--- config.mk ---
export PLATFORM = sky130hd
export DESIGN_NAME = ksa_cell
export DESIGN_NICKNAME = d
export VERILOG_FILES = /design/src/rtl/ksa_pkg.sv /design/src/rtl/ksa_cell.sv
export SDC_FILE = /design/constraint.sdc
export NUM_CORES = 1
export LEC_CHECK = 0
export CAP_MARGIN = 20
export CORE_AREA = 2 2 104 106
export DETAILED_ROUTE_END_ITERATION = 16
export DIE_AREA = 0 0 106 108
export DONT_BUFFER_PORTS = 1
export HOLD_SLACK_MARGIN = 0.06
export PLACE_DENSITY = 0.72
export RECOVER_POWER = 100
export SETUP_SLACK_MARGIN = 0.1
export SYNTH_ARGS = -nofsm -noshare
export SYNTH_HDL_FRONTEND = slang
export SYNTH_SLANG_ARGS = --single-unit
--- constraint.sdc ---
create_clock -name clock -period 9.64 [get_ports clock]
set_input_delay 0.964 -clock clock [delete_from_list [all_inputs] [get_ports clock]]
set_output_delay 0.964 -clock clock [all_outputs]
set_load 0.02 [all_outputs]
--- src/rtl/ksa_pkg.sv ---
// Shared types and constants for the ascending key sorter.
package ksa_pkg;

   localparam int KEY_W = 64;

   typedef logic [KEY_W-1:0] key_type;

   // Sequencer states: collecting keys, or draining the sorted chain.
   typedef enum logic {
      ST_LOAD,
      ST_DRAIN
   } state_type;

   // Command broadcast to every cell of the chain in the same cycle.
   typedef struct packed {
      logic    insert;
      logic    shift;
      key_type key;
   } cmd_type;

   // What a cell shows to its neighbors.
   typedef struct packed {
      logic    valid;
      logic    gt;
      key_type key;
   } link_type;

endpackage

--- src/rtl/ksa_cell.sv ---
// One cell of the sorting chain: holds one key and trades it with its neighbors.
module ksa_cell
   import ksa_pkg::*;
(
   input  logic     clock,
   input  logic     reset,
   input  cmd_type  cmd,
   input  link_type left_link,
   input  link_type right_link,
   output link_type own_link
);

   logic    valid_ff, valid_in;
   key_type key_ff, key_in;
   logic    gt;
   logic    take;

   assign gt   = valid_ff && (key_ff > cmd.key);
   assign take = gt || !valid_ff;

   always_comb begin
      valid_in = valid_ff;
      key_in   = key_ff;
      if (cmd.shift) begin
         valid_in = right_link.valid;
         key_in   = right_link.key;
      end else if (cmd.insert && take) begin
         // The left neighbor's larger key moves in, or the new key lands here.
         if (left_link.gt) begin
            valid_in = 1'b1;
            key_in   = left_link.key;
         end else if (left_link.valid) begin
            valid_in = 1'b1;
            key_in   = cmd.key;
         end
      end
   end

   always_ff @(posedge clock) begin
      if (reset) begin
         valid_ff <= 1'b0;
      end else begin
         valid_ff <= valid_in;
      end
   end

   always_ff @(posedge clock) begin
      key_ff <= key_in;
   end

   assign own_link = '{valid: valid_ff, gt: gt, key: key_ff};

endmodule

Word level (Yosys, flattened, before mapping)

Index checks and enable logic that the tools add are counted.

Register bits: 65
Word-level logic and storage cells: 18

$lt $le $gt $ge: 1
Mux-type cells: 8
Reduce and logical (&&, ||, !) cells: 7

Operators with widths:

| kind                | number |
|---|---|
| 64-bit two-way mux  | 4 |
| 64-bit > comparator | 1 |
| 1-bit two-way mux   | 4 |
| 3-bit nonzero test  | 1 |
| 1-bit logical AND   | 2 |
| 2-bit AND reduction | 1 |
| 2-bit nonzero test  | 1 |
| 1-bit zero test     | 1 |
| 1-bit logical OR    | 1 |

Logic depth before layout (Yosys ltp)

Gate-level depths: netlist of the first run.

Depth in word-level cells: 6
Mapped depth: 9

Least setup slack after synthesis of the first run

OpenSTA, ideal clock, no wires.

Kind: input -> register
Start point: input cmd[51] in the netlist's numbering
End point: register key_ff[0] (enable)
Setup time: 490 ps
Arrival time: 5047 ps
Slack: 4103 ps
Stages: 8
Buffers on the path: 0
Cell sequence: inv_1 ha_1 nand4_2 nor4_4 nand3_2 a311oi_2 nor3_2 a221oi_2

Longest elaborated chain between the ends: 6

RTL lines:

| what                          | RTL line       | text |
|---|---|---|
| start: declaration            | ksa_cell.sv:7  | `input cmd_type cmd,` |
| 64-bit > comparator           | ksa_cell.sv:18 | `assign gt = valid_ff && (key_ff > cmd.key);` |
| 1-bit logical AND             | ksa_cell.sv:18 |  |
| 1-bit logical OR              | ksa_cell.sv:19 | `assign take = gt \|\| !valid_ff;` |
| 1-bit logical AND             | ksa_cell.sv:27 | `end else if (cmd.insert && take) begin` |
| 2-bit nonzero test (no line)  | -              |  |
| 2-bit AND reduction (no line) | -              |  |
| end signal: assignment        | ksa_cell.sv:48 | `key_ff <= key_in;` |
| end: declaration              | ksa_cell.sv:14 | `key_type key_ff, key_in;` |

No other way between the ends.
A chain may end at the register's enable or synchronous reset.

Worst setup path in the final report of the first run

Start point: input cmd[51] in the netlist's numbering
End point: register key_ff[39] (enable)

The elaborated chain is that of the path after synthesis.

==> results of run 1 <==
placed cells by master (no fill, tap or decap), drive strengths merged:
| cell | n |
|---|---|
| nor4 | 3 |
| edfxtp | 64 |
| a21oi | 25 |
| and4 | 1 |
| nand2 | 82 |
| nor2 | 4 |
| a311oi | 1 |
| nor3b | 1 |
| dfxtp | 1 |
| clkinv | 4 |
| nand3 | 6 |
| ha | 64 |
| a221o | 1 |
| clkbuf | 13 |
| o2111ai | 1 |
| a21o | 4 |
| mux2i | 64 |
| nand4 | 11 |
| nor3 | 7 |
| bufinv | 1 |
| o21ai | 75 |
| a211oi | 2 |
| o22ai | 1 |
| and2 | 2 |
| nor2b | 4 |
| inv | 67 |
| o211a | 1 |
| o21a | 1 |
| a221oi | 4 |
| a21boi | 1 |
| nand2b | 2 |
cells in the mapped netlist:
cell	count
a211oi_1	2
a21boi_0	1
a21o_1	4
a21oi_1	25
a221o_1	1
a221oi_1	3
a221oi_2	1
a311oi_2	1
and2_1	2
and4_1	1
buf_2	5
buf_4	2
clkbuf_1	16
dfxtp_1	1
edfxtp_1	64
ha_1	64
inv_1	67
mux2i_1	64
nand2_1	82
nand2b_1	2
nand3_1	5
nand3_2	1
nand4_1	8
nand4_2	3
nor2_1	4
nor2b_1	4
nor3_1	6
nor3_2	1
nor3b_1	1
nor4_1	2
nor4_4	1
o2111ai_1	1
o211a_1	1
o21a_1	1
o21ai_0	71
o21ai_1	4
o22ai_1	1
worst paths after layout:
path / depth (start not counted) / startpoint / slack (ps) / to
min: 1 / reset / 690 / valid_ff
min reg2reg: 2 / valid_ff / 720 / valid_ff
max reg2reg: 8 / key_ff[49] / 4760 / key_ff[39]
max: 9 / cmd[51] / 4690 / key_ff[39]
power by group through the flow:
stage	registers [µW]	logic, µW	clock network (µW)
4_1_cts	417	144	228
5_1_grt	420	164	240
6_report	417	140	219
2_1_floorplan	413	123	0
3_5_place_dp	423	143	0
3_3_place_gp	422	135	0
per-layer routing:
metal  up-vias  GRT usage  wire, µm
li1       1839          -         -
met1      1677      0.232      4680
met2       170      0.369      6360
met3        15     0.0627      1030
met4         0     0.0761       216
met5         -          0         0
area by class of cell:
class                           count  area [µm²]  area share
Sequential cell                    65        1940       0.372
Tap cell                          136         170      0.0326
Inverter                           67         251      0.0482
Clock buffer                       11         131      0.0252
Timing Repair Buffer                2        7.51     0.00144
Multi-Input combinational cell    368        2670       0.512
Clock inverter                      5        46.3     0.00887
through the flow:
stage | cell area (µm²) | instances | hold slack, ps | setup WS, ps
6_report | 5220 | 654 | 691 | 4690
5_1_grt | 5220 | 654 | 669 | 4270
4_1_cts | 5250 | 654 | 664 | 5500
3_5_place_dp | 5070 | 638 | 725 | 5520
3_3_place_gp | 5070 | 638 | 716 | 5520
2_1_floorplan | 4970 | 523 | 569 | 4100
sequential cells by signal, indices dropped and copies added, names as in the netlist:
| register | count |
|---|---|
| valid_ff | 1 |
| key_ff | 64 |
kinds of logic after synthesis:
| group | Yosys count | synth area share |
|---|---|---|
| AND/OR/NAND/NOR | 123 | 0.118 |
| AO/OA/AOI/OAI | 117 | 0.131 |
| buffers and inverters | 90 | 0.0707 |
| flip-flops | 65 | 0.391 |
| multiplexers | 64 | 0.129 |
| adder cells (fa/ha/maj) | 64 | 0.161 |
worst register-to-register path, cell delays in order, from the launching register on:
cell and delay [ps]:
edfxtp_1 520, ha_1 380, nand4_2 110, nor4_1 850
nand2_1 100, o21ai_0 350, nor3_1 170, a221oi_4 290
clkbuf_1 1660
==> reports/results.ini, run 1 <==
[run]
maxCapViolations = 1

[sta]
rsz0062_at_grt = false
relSlewSlack = -0.526
setup_violations = 0
hold_viol = 0
slew_viol_final = 41
worst_slew_pin_slew_ps = 2290
tns_ps = 0
period_share = 0.513
min_period_ps = 4950
finClkSkew_ps = 9.62
max_freq_mhz = 202

[worst_setup_path]
worstPathMaxFanout = 40
cp_cell_sequence = inv_1 > ha_1 > nand4_2 > nor4_1 > nand2_1 > o21ai_0 > nor3_1 > a221oi_4 > clkbuf_1
crit_family = buffers and inverters
cp-end-kind = flop
crit_arrival_ps = 4860
critical_path_class = in2reg
critical_path_buf_inv_count = 2
slowest_delay_ps = 1660
required_ps = 9550
worst_path_max_delay_cell = clkbuf_1
cp-start-kind = input port

[final_layout]
diodes = 0
final.fill_count = 946
area_growth_pct = 4.96
final_layout_size_suffix_gt1_frac = 0.0328
finish.utilization = 0.510
finalNetCount = 777

[logic_synthesis]
yosysTopAreaCellShare = 0.387
ys_types = 37
synth_seq_cells = 65
yosysSeqAreaShare = 0.391
yosysWarnings = 0
syn-num-nets = 787
ys_top_cells_by_area = edfxtp_1 39%, ha_1 16%, mux2i_1 13%
synthesis.area_um2 = 4970
syn_area_per_cell_um2 = 9.51
yosys.area.top_type = edfxtp_1
syn_inst = 523

[drt]
viasPerCell = 5.66
antenna_left = 0
drc = 0
drtIter0Drc = 184
num_vias = 3701
wl_per_cell_um = 18.8
routed_wl_mm = 12.3
drt-pass1-iter-count = 4

[clock_network]
cts_inserted_buffers = 9
root_buffer = clkbuf_8
h-tree-depth = 3
cts.sinks = 65
post_cts_buffers = 0
clock_path_buffers = 2
cts_tree = done
cts_resized = 0
clk_latency_ps = 340
clk_pin_slew_ps = 70
ctsHoldBuffers = 0

[place]
port_buffers = 0
dp_hpwl_mm = 9.80
gp_congestion = 0.810

[power]
p_int_uw = 535
ir_worst_vdd_v = 0.0000967
power_frac_seq = 0.538
p_per_area_nw_per_um2 = 149
p_switching_uw = 241
p_sw_frac = 0.311
leakage_uw = 0.00243
combPwrFrac = 0.180
p_total_uw = 776
clock_power_share = 0.282

[floorplan]
start_util = 0.486
die_w_um = 106
core-area_um2 = 10200
num_io_pins = 266
placementRows = 37
die_h_um = 108
die_area_um2 = 11400

[hold_path]
holdCritPathClass = in2reg

[status]
violations = max-capacitance violations, max-slew violations
status = finished with violations

[global_routing]
grt_overflow = 0
grt_pass1_wl_mm = 18.1
antenna_found_initial = 0
grt_max_degree = 133
grt_usage = 0.206
grt_pass1_vias = 3648

(Power assumes the default switching activity.)
==> run 2, diff against run 1 <==
- PLACE_DENSITY: 0.72 -> 0.75
- clock period: 9.64 -> 4 ns (I/O delays scaled with it)
==> run 2 against run 1 <==
  * The run now ends clean
  * Total power increased by 150%
  * Via count grew 0.41%
  * Die area did not move
  * Clock skew increased by 5.1 ps
  * Sequential share of layout area decreased by 0.61 points
  * Worst hold slack worse by 560 ps
  * Combinational power grew 140%
==> reports/results.ini, run 2 (synthesized netlist as in run 1, its figures left out) <==
[clock_network]
cts_resized = 0
ctsHoldBuffers = 0
root_buffer = clkbuf_8
clock_path_buffers = 2
clk_latency_ps = 350
cts.sinks = 65
cts_tree = done
post_cts_buffers = 0
cts_inserted_buffers = 9
h-tree-depth = 3
clk_pin_slew_ps = 70

[drt]
routed_wl_mm = 12.2
antenna_left = 0
drc = 0
drtIter0Drc = 172
viasPerCell = 5.68
wl_per_cell_um = 18.6
num_vias = 3716
drt-pass1-iter-count = 4

[floorplan]
die_w_um = 106
die_h_um = 108
die_area_um2 = 11400
start_util = 0.486
core-area_um2 = 10200
num_io_pins = 266
placementRows = 37

[hold_path]
min_from = reset
holdCritPathClass = in2reg

[global_routing]
grt_max_degree = 133
antenna_found_initial = 0
grt_overflow = 0
grt_use_met3 = 0.0524
gr-usage-met2 = 0.388
grt_pass1_wl_mm = 18.8
busiest_layer = met2
grt_util_met1 = 0.237
grt_pass1_vias = 3870
grt_usage = 0.211

[final_layout]
finalNetCount = 777
multi_input_area_um2 = 2730
final_layout_size_suffix_gt1_frac = 0.0541
seqCellArea_um2 = 1940
final.fill_count = 950
largest_register_ffs = 64
area_growth_pct = 6.72
finish.utilization = 0.519
mostFrequentLayoutCell = nand2_1
final_cell_mix = 82 x nand2_1, 71 x o21ai_0, 67 x inv_1
diodes = 0
largest_registers = key_ff x64, valid_ff x1
regMostFlops = key_ff

[worst_setup_path]
worst_path_max_delay_cell = nor4_2
cp_cell_sequence = ha_4 > nand4_1 > nor4_2 > nand3_2 > nor4_1 > nand2b_1 > a21oi_1
crit_arrival_ps = 3160
cp-end-kind = output pin
rr_startpoint = key_ff[57]
critical_path_buf_inv_count = 0
cp-start-kind = flop
slowest_delay_ps = 640
required_ps = 3600
critical_path_class = reg2out
crit_start = key_ff[57]
worstPathMaxFanout = 5
crit_family = simple AND/OR/NAND/NOR gates

[power]
leakage_uw = 0.00246
ir_worst_vdd_v = 0.000185
p_per_area_nw_per_um2 = 362

[sta]
period_share = 0.890
rsz0062_at_grt = false
slew_viol_final = 0
finClkSkew_ps = 14.7
hold_viol = 0
relSlewSlack = 0.572
max_freq_mhz = 281
tns_ps = 0
setup_violations = 0
worst_slew_pin_slew_ps = 636
min_period_ps = 3560

[place]
dp_hpwl_mm = 9.80
gp_congestion = 0.844
port_buffers = 0

[status]
status = finished, final reports clean

[run]
maxCapViolations = 0

## run 2: changes by cell type in the layout (fill, tap and decap cells not counted), moves of 2 or more
cell | previous run | this run
clkbuf_8 | 9 | 11
ha_1 | 64 | 60
ha_4 | 0 | 4
clkbuf_1 | 4 | 2
clkinv_1 | 3 | 0
## run 2: layout make-up
cell class / count / share of cell area
Clock buffer: 13 / 0.0299
Multi-Input combinational cell: 368 / 0.515
Tap cell: 136 / 0.0321
Inverter: 67 / 0.0474
Timing Repair Buffer: 2 / 0.00236
Sequential cell: 65 / 0.366
Clock inverter: 3 / 0.00755
## run 2: worst paths after layout
path                                     end  slack, ps  cells after the start
worst min-delay path                valid_ff        130                      1
worst max register to register    key_ff[10]        470                      8
worst max-delay path            own_link[64]        440                      7
worst min register to register      valid_ff        800                      2
## run 2: through the flow
step	cells	setup slack [ps]	area (µm²)	total power, µW	hold slack (ps)
after floorplan	523	108	5050	1310	479
after global placement	638	707	5140	1350	483
after detailed placement	638	650	5140	1380	482
after CTS	654	601	5340	1960	109
after global routing	654	268	5310	2030	124
final	654	441	5310	1920	131
## run 2: power breakdown
group | switching (µW) | internal [µW] | leakage, µW
Sequential | 155 | 851 | 0.000658
Clock | 255 | 321 | 0.000103
Combinational | 184 | 157 | 0.00169
Total | 593 | 1330 | 0.00246
## run 2: per-layer routing
| layer | routed length [µm] | up-vias |
|---|---|---|
| met3 | 890 | 13 |
| met1 | 4800 | 1699 |
| met2 | 6310 | 160 |
| met5 | 0 | - |
| met4 | 191 | 0 |
| li1 | - | 1844 |
